===== src/hw/rtl/two_key_sorted_priority_queue_top_assert.svh =====
// Assertion macros for the sorted priority queue.
// Both sample on clk_i and stay quiet while rst_ni is low.
`ifndef TWO_KEY_SORTED_PRIORITY_QUEUE_TOP_ASSERT_SVH
`define TWO_KEY_SORTED_PRIORITY_QUEUE_TOP_ASSERT_SVH

// Consequent checked in the same cycle as the antecedent.
`define TSKPQ_ASSERT_NOW(lbl, ante, cons, msg) \
  lbl: assert property (@(posedge clk_i) disable iff (!rst_ni) (ante) |-> (cons)) \
    else $error(msg);

// Consequent checked in the cycle after the antecedent.
`define TSKPQ_ASSERT_NEXT(lbl, ante, cons, msg) \
  lbl: assert property (@(posedge clk_i) disable iff (!rst_ni) (ante) |=> (cons)) \
    else $error(msg);

`endif


===== src/hw/rtl/tskpq_pkg.sv =====
`timescale 1ns / 1ps

package tskpq_pkg;

  // Queue depth and derived widths
  localparam int unsigned Capacity = 16;
  localparam int unsigned CntW     = $clog2(Capacity + 1);
  localparam int unsigned LenW     = 5;

  localparam int unsigned RelW = 4;
  localparam int unsigned DurW = 16;
  localparam int unsigned PayW = 16;

  // Operation codes
  localparam logic FUNC_INSERT = 1'b0;
  localparam logic FUNC_REMOVE = 1'b1;

  typedef enum logic [1:0] {
    ST_DONE  = 2'd0,
    ST_FULL  = 2'd1,
    ST_EMPTY = 2'd2
  } status_e;

  typedef struct packed {
    logic [RelW-1:0] rel;
    logic [DurW-1:0] dur;
    logic [PayW-1:0] pay;
  } entry_t;

  // Broadcast from the top to every cell
  typedef struct packed {
    logic   ins;
    logic   rem;
    entry_t new_entry;
  } ctrl_t;

  // What a cell shows its neighbors
  typedef struct packed {
    logic   valid;
    logic   shift;
    entry_t entry;
  } link_t;

  // True when entry a sorts at or ahead of entry b (relation, then duration)
  function automatic logic key_le(entry_t a, entry_t b);
    return {a.rel, a.dur} <= {b.rel, b.dur};
  endfunction

endpackage


===== src/hw/rtl/tskpq_cell.sv =====
`timescale 1ns / 1ps

module tskpq_cell (
  input  logic            clk_i,
  input  logic            rst_ni,
  input  tskpq_pkg::ctrl_t ctrl_i,
  input  tskpq_pkg::link_t left_i,
  input  tskpq_pkg::link_t right_i,
  output tskpq_pkg::link_t link_o
);
  import tskpq_pkg::*;

  logic   valid_q, valid_d;
  entry_t entry_q, entry_d;
  logic   shift;

  // A free slot, or one holding an entry not ahead of the new one, makes room
  assign shift = !valid_q || key_le(ctrl_i.new_entry, entry_q);

  // Insert: shift right from the insertion point; remove: shift left
  always_comb begin
    valid_d = valid_q;
    entry_d = entry_q;
    if (ctrl_i.ins) begin
      if (shift) begin
        entry_d = left_i.shift ? left_i.entry : ctrl_i.new_entry;
        valid_d = valid_q | left_i.valid;
      end
    end else if (ctrl_i.rem) begin
      entry_d = right_i.entry;
      valid_d = right_i.valid;
    end
  end

  always_ff @(posedge clk_i or negedge rst_ni) begin
    if (!rst_ni) begin
      valid_q <= 1'b0;
    end else begin
      valid_q <= valid_d;
    end
  end

  // Entry data carries no reset
  always_ff @(posedge clk_i) begin
    entry_q <= entry_d;
  end

  assign link_o = '{valid: valid_q, shift: shift, entry: entry_q};

endmodule


===== src/hw/rtl/two_key_sorted_priority_queue_top.sv =====
`timescale 1ns / 1ps

// Sorted priority queue of call entries, ordered by relation type, then call
// duration, a new entry going ahead of equal ones. It is a row of cells, one
// slot each; on a beat every cell compares its key with the new entry at once
// and shifts right, takes the new entry or holds, and a remove shifts the row
// left. One beat is taken per cycle and its result appears in the next cycle:
// status plus the head entry and the count after that beat. The row's single
// compare-and-shift step sets this rate. A result waiting on out_stall_i holds
// in_stall_o high until it is taken.
module two_key_sorted_priority_queue_top (
  input  logic                        clk_i,
  input  logic                        rst_ni,
  input  logic                        in_valid_i,
  output logic                        in_stall_o,
  input  logic                        func_i,
  input  logic [tskpq_pkg::RelW-1:0]  relation_type_i,
  input  logic [tskpq_pkg::DurW-1:0]  call_duration_i,
  input  logic [tskpq_pkg::PayW-1:0]  call_payload_i,
  output logic                        out_valid_o,
  input  logic                        out_stall_i,
  output logic [1:0]                  status_o,
  output logic                        head_valid_o,
  output logic [tskpq_pkg::RelW-1:0]  head_relation_o,
  output logic [tskpq_pkg::DurW-1:0]  head_duration_o,
  output logic [tskpq_pkg::PayW-1:0]  head_payload_o,
  output logic [tskpq_pkg::LenW-1:0]  queue_length_o
);
  import tskpq_pkg::*;

  link_t             links [Capacity];
  ctrl_t             ctrl;
  logic              accept, full, empty, is_ins, is_rem;
  logic              out_valid_q, out_valid_d;
  status_e           status_q, status_d;
  logic [CntW-1:0]   count_q, count_d;

  // Accept a beat unless a result is still waiting
  assign in_stall_o = out_valid_q & out_stall_i;
  assign accept     = in_valid_i & ~in_stall_o;

  assign full   = links[Capacity-1].valid;
  assign empty  = ~links[0].valid;
  assign is_ins = (func_i == FUNC_INSERT);
  assign is_rem = (func_i == FUNC_REMOVE);

  assign ctrl.ins           = accept & is_ins & ~full;
  assign ctrl.rem           = accept & is_rem & ~empty;
  assign ctrl.new_entry.rel = relation_type_i;
  assign ctrl.new_entry.dur = call_duration_i;
  assign ctrl.new_entry.pay = call_payload_i;

  // Row of cells; the ends see a fixed neighbor
  for (genvar i = 0; i < Capacity; i++) begin : g_cell
    link_t left_l, right_l;
    if (i == 0) begin : g_first
      assign left_l = '{valid: 1'b1, shift: 1'b0, entry: '0};
    end else begin : g_mid_l
      assign left_l = links[i-1];
    end
    if (i == Capacity - 1) begin : g_last
      assign right_l = '{valid: 1'b0, shift: 1'b1, entry: '0};
    end else begin : g_mid_r
      assign right_l = links[i+1];
    end
    tskpq_cell u_cell (
      .clk_i  (clk_i),
      .rst_ni (rst_ni),
      .ctrl_i (ctrl),
      .left_i (left_l),
      .right_i(right_l),
      .link_o (links[i])
    );
  end

  // Status and count for the accepted beat
  always_comb begin
    status_d = status_q;
    count_d  = count_q;
    if (accept) begin
      unique case (func_i)
        FUNC_INSERT: begin
          status_d = full ? ST_FULL : ST_DONE;
          if (!full) count_d = count_q + CntW'(1);
        end
        FUNC_REMOVE: begin
          status_d = empty ? ST_EMPTY : ST_DONE;
          if (!empty) count_d = count_q - CntW'(1);
        end
        default: status_d = ST_DONE;
      endcase
    end
  end

  // Hold a result until taken
  assign out_valid_d = accept | (out_valid_q & out_stall_i);

  always_ff @(posedge clk_i or negedge rst_ni) begin
    if (!rst_ni) begin
      out_valid_q <= 1'b0;
      status_q    <= ST_DONE;
      count_q     <= '0;
    end else begin
      out_valid_q <= out_valid_d;
      status_q    <= status_d;
      count_q     <= count_d;
    end
  end

  // Head comes straight from the first cell; the row only moves on accept
  assign out_valid_o     = out_valid_q;
  assign status_o        = status_q;
  assign head_valid_o    = links[0].valid;
  assign head_relation_o = links[0].valid ? links[0].entry.rel : '0;
  assign head_duration_o = links[0].valid ? links[0].entry.dur : '0;
  assign head_payload_o  = links[0].valid ? links[0].entry.pay : '0;
  assign queue_length_o  = LenW'(count_q);

`include "two_key_sorted_priority_queue_top_assert.svh"

  `TSKPQ_ASSERT_NOW(a_head_matches_count, 1'b1, (count_q != '0) == links[0].valid, "head valid disagrees with count")
  `TSKPQ_ASSERT_NOW(a_full_matches_count, 1'b1, (count_q == CntW'(Capacity)) == full, "last cell disagrees with count")
  `TSKPQ_ASSERT_NEXT(a_insert_grows, ctrl.ins, count_q == $past(count_q) + CntW'(1), "insert did not grow count")
  `TSKPQ_ASSERT_NEXT(a_refused_holds, accept && status_d != ST_DONE, $stable(count_q), "refused beat changed count")

endmodule

===== config.mk =====
export PLATFORM = sky130hd
export DESIGN_NAME = two_key_sorted_priority_queue_top
export DESIGN_NICKNAME = d
export VERILOG_FILES = /design/src/hw/rtl/tskpq_pkg.sv /design/src/hw/rtl/tskpq_cell.sv /design/src/hw/rtl/two_key_sorted_priority_queue_top.sv
export VERILOG_INCLUDE_DIRS = /design/src /design/src/hw/rtl
export SDC_FILE = /design/constraint.sdc
export NUM_CORES = 2
export LEC_CHECK = 0
export BUFFER_PORTS_ARGS = -buffer_cell sky130_fd_sc_hd__buf_2
export CORE_MARGIN = 2
export CORE_UTILIZATION = 50
export CTS_CLUSTER_DIAMETER = 60
export DETAILED_ROUTE_END_ITERATION = 6
export PLACE_DENSITY = 0.72
export SETUP_SLACK_MARGIN = 0.15
export SLEW_MARGIN = 20
export SYNTH_ARGS = -nofsm -noshare
export SYNTH_HDL_FRONTEND = slang
export SYNTH_SLANG_ARGS = --single-unit

===== constraint.sdc =====
create_clock -name clk_i -period 5.6 [get_ports clk_i]
set_input_delay 1.12 -clock clk_i [delete_from_list [all_inputs] [get_ports clk_i]]
set_output_delay 1.12 -clock clk_i [all_outputs]
set_load 0.1 [all_outputs]

==> impl_metrics.ini <==
[yosys]
number_of_flops_mapped_to_enable_cells_by_yosys = 576
synth_top_family_by_area = compound AO/OA/AOI/OAI gates
syn_area_per_cell_sq_um = 10.2
synth_fa_ha_area_share_pct = 9.22
synth_compound_gate_area_share_pct = 29.6
yosys-mux-area-fraction_pct = 0
synth_cell_type_count = 67
synth-seq-cells = 600
synth_xor_area_share_pct = 0.106
synth_seq_area_share_pct = 43.3
synth-main-ff-cell = edfxtp_1
mappedNetlistArea_sq_um = 41300
synthSimpleGateAreaFrac_pct = 10.4
mappedNetlistNets = 4412
ys_warn_count = 0
asyncSetResetFlopFracSynth_pct = 4.00
post_synth_inst_count = 4067

[power]
power.static_leakage_nw = 17.0
max-vdd-ir-drop_uv = 254
power.density_cell_area_nw_per_um2 = 368

[place]
finalWeightedCongestion = 0.933
hpwlAfterDp_mm = 95.0
place.port_buffers = 86
placed_area_sq_um = 42400

[floorplanning]
area_enclosed_by_the_die_boundary_sq_um = 85000
floorplan_row_count = 105
die_w_um = 292
core_area_sq_um = 82000
starting_density_of_the_core_pct = 50.4
die_h_um = 292
boundaryPins = 87

[clocking]
post_cts_resize_count = 0
cts-hold-fix-buffers = 0
cts-buffers-inserted = 70
cts.sinks = 600
insertion_delay_ns = 0.63
path_clk_slew_ns = 0.06
cts_tree = done
h-tree-depth = 3
post_cts_buffers = 0
root_buffer = clkbuf_16
cts_buffer_depth = 3

[worst_setup_path]
rr_endpoint = g_cell[4].u_cell.link_o[7]
crit_end = g_cell[4].u_cell.link_o[10]
worstReg2RegStart = g_cell[3].u_cell.link_o[31]
worstSetupPathType = input port to flip-flop
worst_setup_path_end_kind = flip-flop
crit_required_ns = 5.94
critical_path.startpoint_type = input port
timing.reg2reg.worst_path_depth = 9
cp_data_arrival_time_ns = 4.25
worst-r2r-setup-slack_ns = 2.19
crit_start = call_duration_i[13]
path_max_fanout = 39

[timing]
maxSlewViolCount = 0
layout_min_cycle_time_ns = 3.91
setup_violations = 0
max_freq_mhz = 256
worst_slew_pin_slew_ns = 1.12
tns_ns = 0
fin_worst_skew_ns = 0.0280
final_min_period_over_clock_period_pct = 69.8
worst_hold_slack_ns = 0.466
timing_hold_violations_final = 0
grt_setup_unrepaired = false
relSlewSlack_pct = 25.4

[worst_hold_path]
timing.hold.worst.class = flip-flop to flip-flop

[routing]
remaining_drc_errors = 0
dr.first_iter.drc_count = 4369
dr.pass1.iters = 6
route.detailed.vias_per_inst = 6.92
routed_wirelength_mm = 129
ant_nets = 0
vias = 35383
post_drt_wl_per_cell_um = 25.3

[finish]
syn_to_final_growth_pct = 8.12
fin_nets = 4332
design_area_sq_um = 44700
insertedDiodeCount = 0
drive_gt1_share_pct = 14.6

[global_routing]
groute.usage.overall_pct = 29.3
antenna_found_initial = 1
wire_length_of_the_first_global_routing_pass_mm = 197
number_of_global_route_vias_before_repair = 32737
globalRoute.totalOverflow = 0
grt_max_degree = 121

[status]
run_status = finished clean

[job]
max_cap_viol_count = 0
cell type report:
class	count	area [sq um]
inverters	371	1390
multi-input cells	2771	20700
fillers	7030	37300
clock buffers	91	1910
flip-flops and latches	600	17900
well taps	1070	1340
repair buffers	173	1150
clock inverters	35	343
cells in the final DEF (no fill, tap or decap), types with 24 or more instances in the layout:
master	Yosys	final
nand2_1	166	166
nand3_1	162	159
clkbuf_16	0	72
a2bb2oi_1	160	160
buf_4	14	82
inv_1	371	370
o21ai_0	211	200
a221oi_2	100	100
o221a_2	140	140
nor2_1	302	300
o22ai_1	220	220
nor3_1	52	52
and2_1	41	41
nand4_1	59	59
dfrtp_1	24	24
o41ai_1	35	35
a211oi_1	80	80
o22a_1	132	132
or3_1	36	36
buf_2	104	86
a311oi_1	34	34
a221oi_1	124	124
edfxtp_1	576	576
ha_1	303	303
a21oi_1	211	204
cell families (layout without fill, tap and decap cells):
family          Yosys count  in the layout
compound gates         1559           1559
simple gates            903            903
flops                   600            600
xor+xnor                  5              5
buf+inv                 696            670
fa+ha+maj               304            304
per-layer routing:
| layer | wire length [um] | vias up | GRT usage (%) | part of all wire [%] |
|---|---|---|---|---|
| li1 | - | 15963 | - | - |
| met1 | 55600 | 17228 | 42.8 | 43 |
| met2 | 57300 | 1990 | 45.1 | 44 |
| met3 | 12800 | 202 | 4.23 | 9.9 |
| met4 | 3420 | 0 | 8.74 | 2.6 |
| met5 | 0 | - | 0 | 0 |
registers in the layout, summed over array words and instances (netlist names):
name                   cells
status_o                   2
out_valid_o                1
g_cell.u_cell.valid_q     16
queue_length_o             5
g_cell.u_cell.link_o     576
cell usage after synthesis (6+ instances only):
cell type  count  area, sq um
nand4_1       59          369
edfxtp_1     576        17300
a221oi_2     100         1500
a22oi_1        7         52.6
nor2b_1        9         56.3
nand2b_1       6         37.5
o221a_2      140         1580
a31oi_1       21          131
a221oi_1     124         1090
and3_1         8         50.1
o211a_1        6         60.1
nor3_1        52          260
a2bb2oi_1    160         1400
nor4_1         6         37.5
buf_1          7         26.3
o21ai_0      211         1060
nand3_1      162          811
or4_1          7         52.6
dfrtp_1       24          601
a21oi_1      211         1060
nand2_1      166          623
o21a_1        10         75.1
or3_1         36          225
and4_1         7         61.3
a21o_1        18          135
nor2_2        21          131
a211oi_1      80          601
buf_2        104          521
buf_4         14          105
o21ai_1       24          120
o22a_1       132         1160
clkbuf_1     167          627
nor2_1       302         1130
a311oi_1      34          298
nand4_2        6         75.1
and2_1        41          257
ha_1         303         3790
inv_1        371         1390
o22ai_1      220         1380
buf_6         32          360
o41ai_1       35          307
per-stage QoR:
stage	std cells	worst slack [ns]	total power, mW	util [%]
global route	5111	1.55	17.1	54.5
finish	5111	1.69	16.5	54.5
CTS	5110	1.81	16.4	54.5
floorplan	4067	0.886	10.3	-
detailed placement	4984	1.16	11.8	51.7
global placement	4984	1.21	11.6	51.7
worst max-delay path, stage by stage:
cell and delay [ns]:
buf_2 0.55, ha_1 0.36, nand4_1 0.18, nor3_1 0.09, a221oi_1 0.41, nand3_2 0.70
buf_4 0.50, nor3_1 0.21, a311oi_1 0.07
power breakdown:
part	leakage, nW	internal (mW)	switching, mW
registers	5.59	5.93	0.592
clock network	1.10	2.69	1.95
logic	10.3	1.83	3.46
worst min-delay path by stage:
stage | startpoint | endpoint | slack, ns | depth (start not counted)
CTS | queue_length_o[4] | queue_length_o[4] | 0.47 | 1
floorplan | g_cell[1].u_cell.valid_q | g_cell[1].u_cell.valid_q | 0.50 | 2
finish | queue_length_o[4] | queue_length_o[4] | 0.47 | 1
global route | queue_length_o[4] | queue_length_o[4] | 0.49 | 1
detailed placement | queue_length_o[4] | queue_length_o[4] | 0.46 | 1
global placement | queue_length_o[4] | queue_length_o[4] | 0.46 | 1
(Power assumes the default switching activity.)
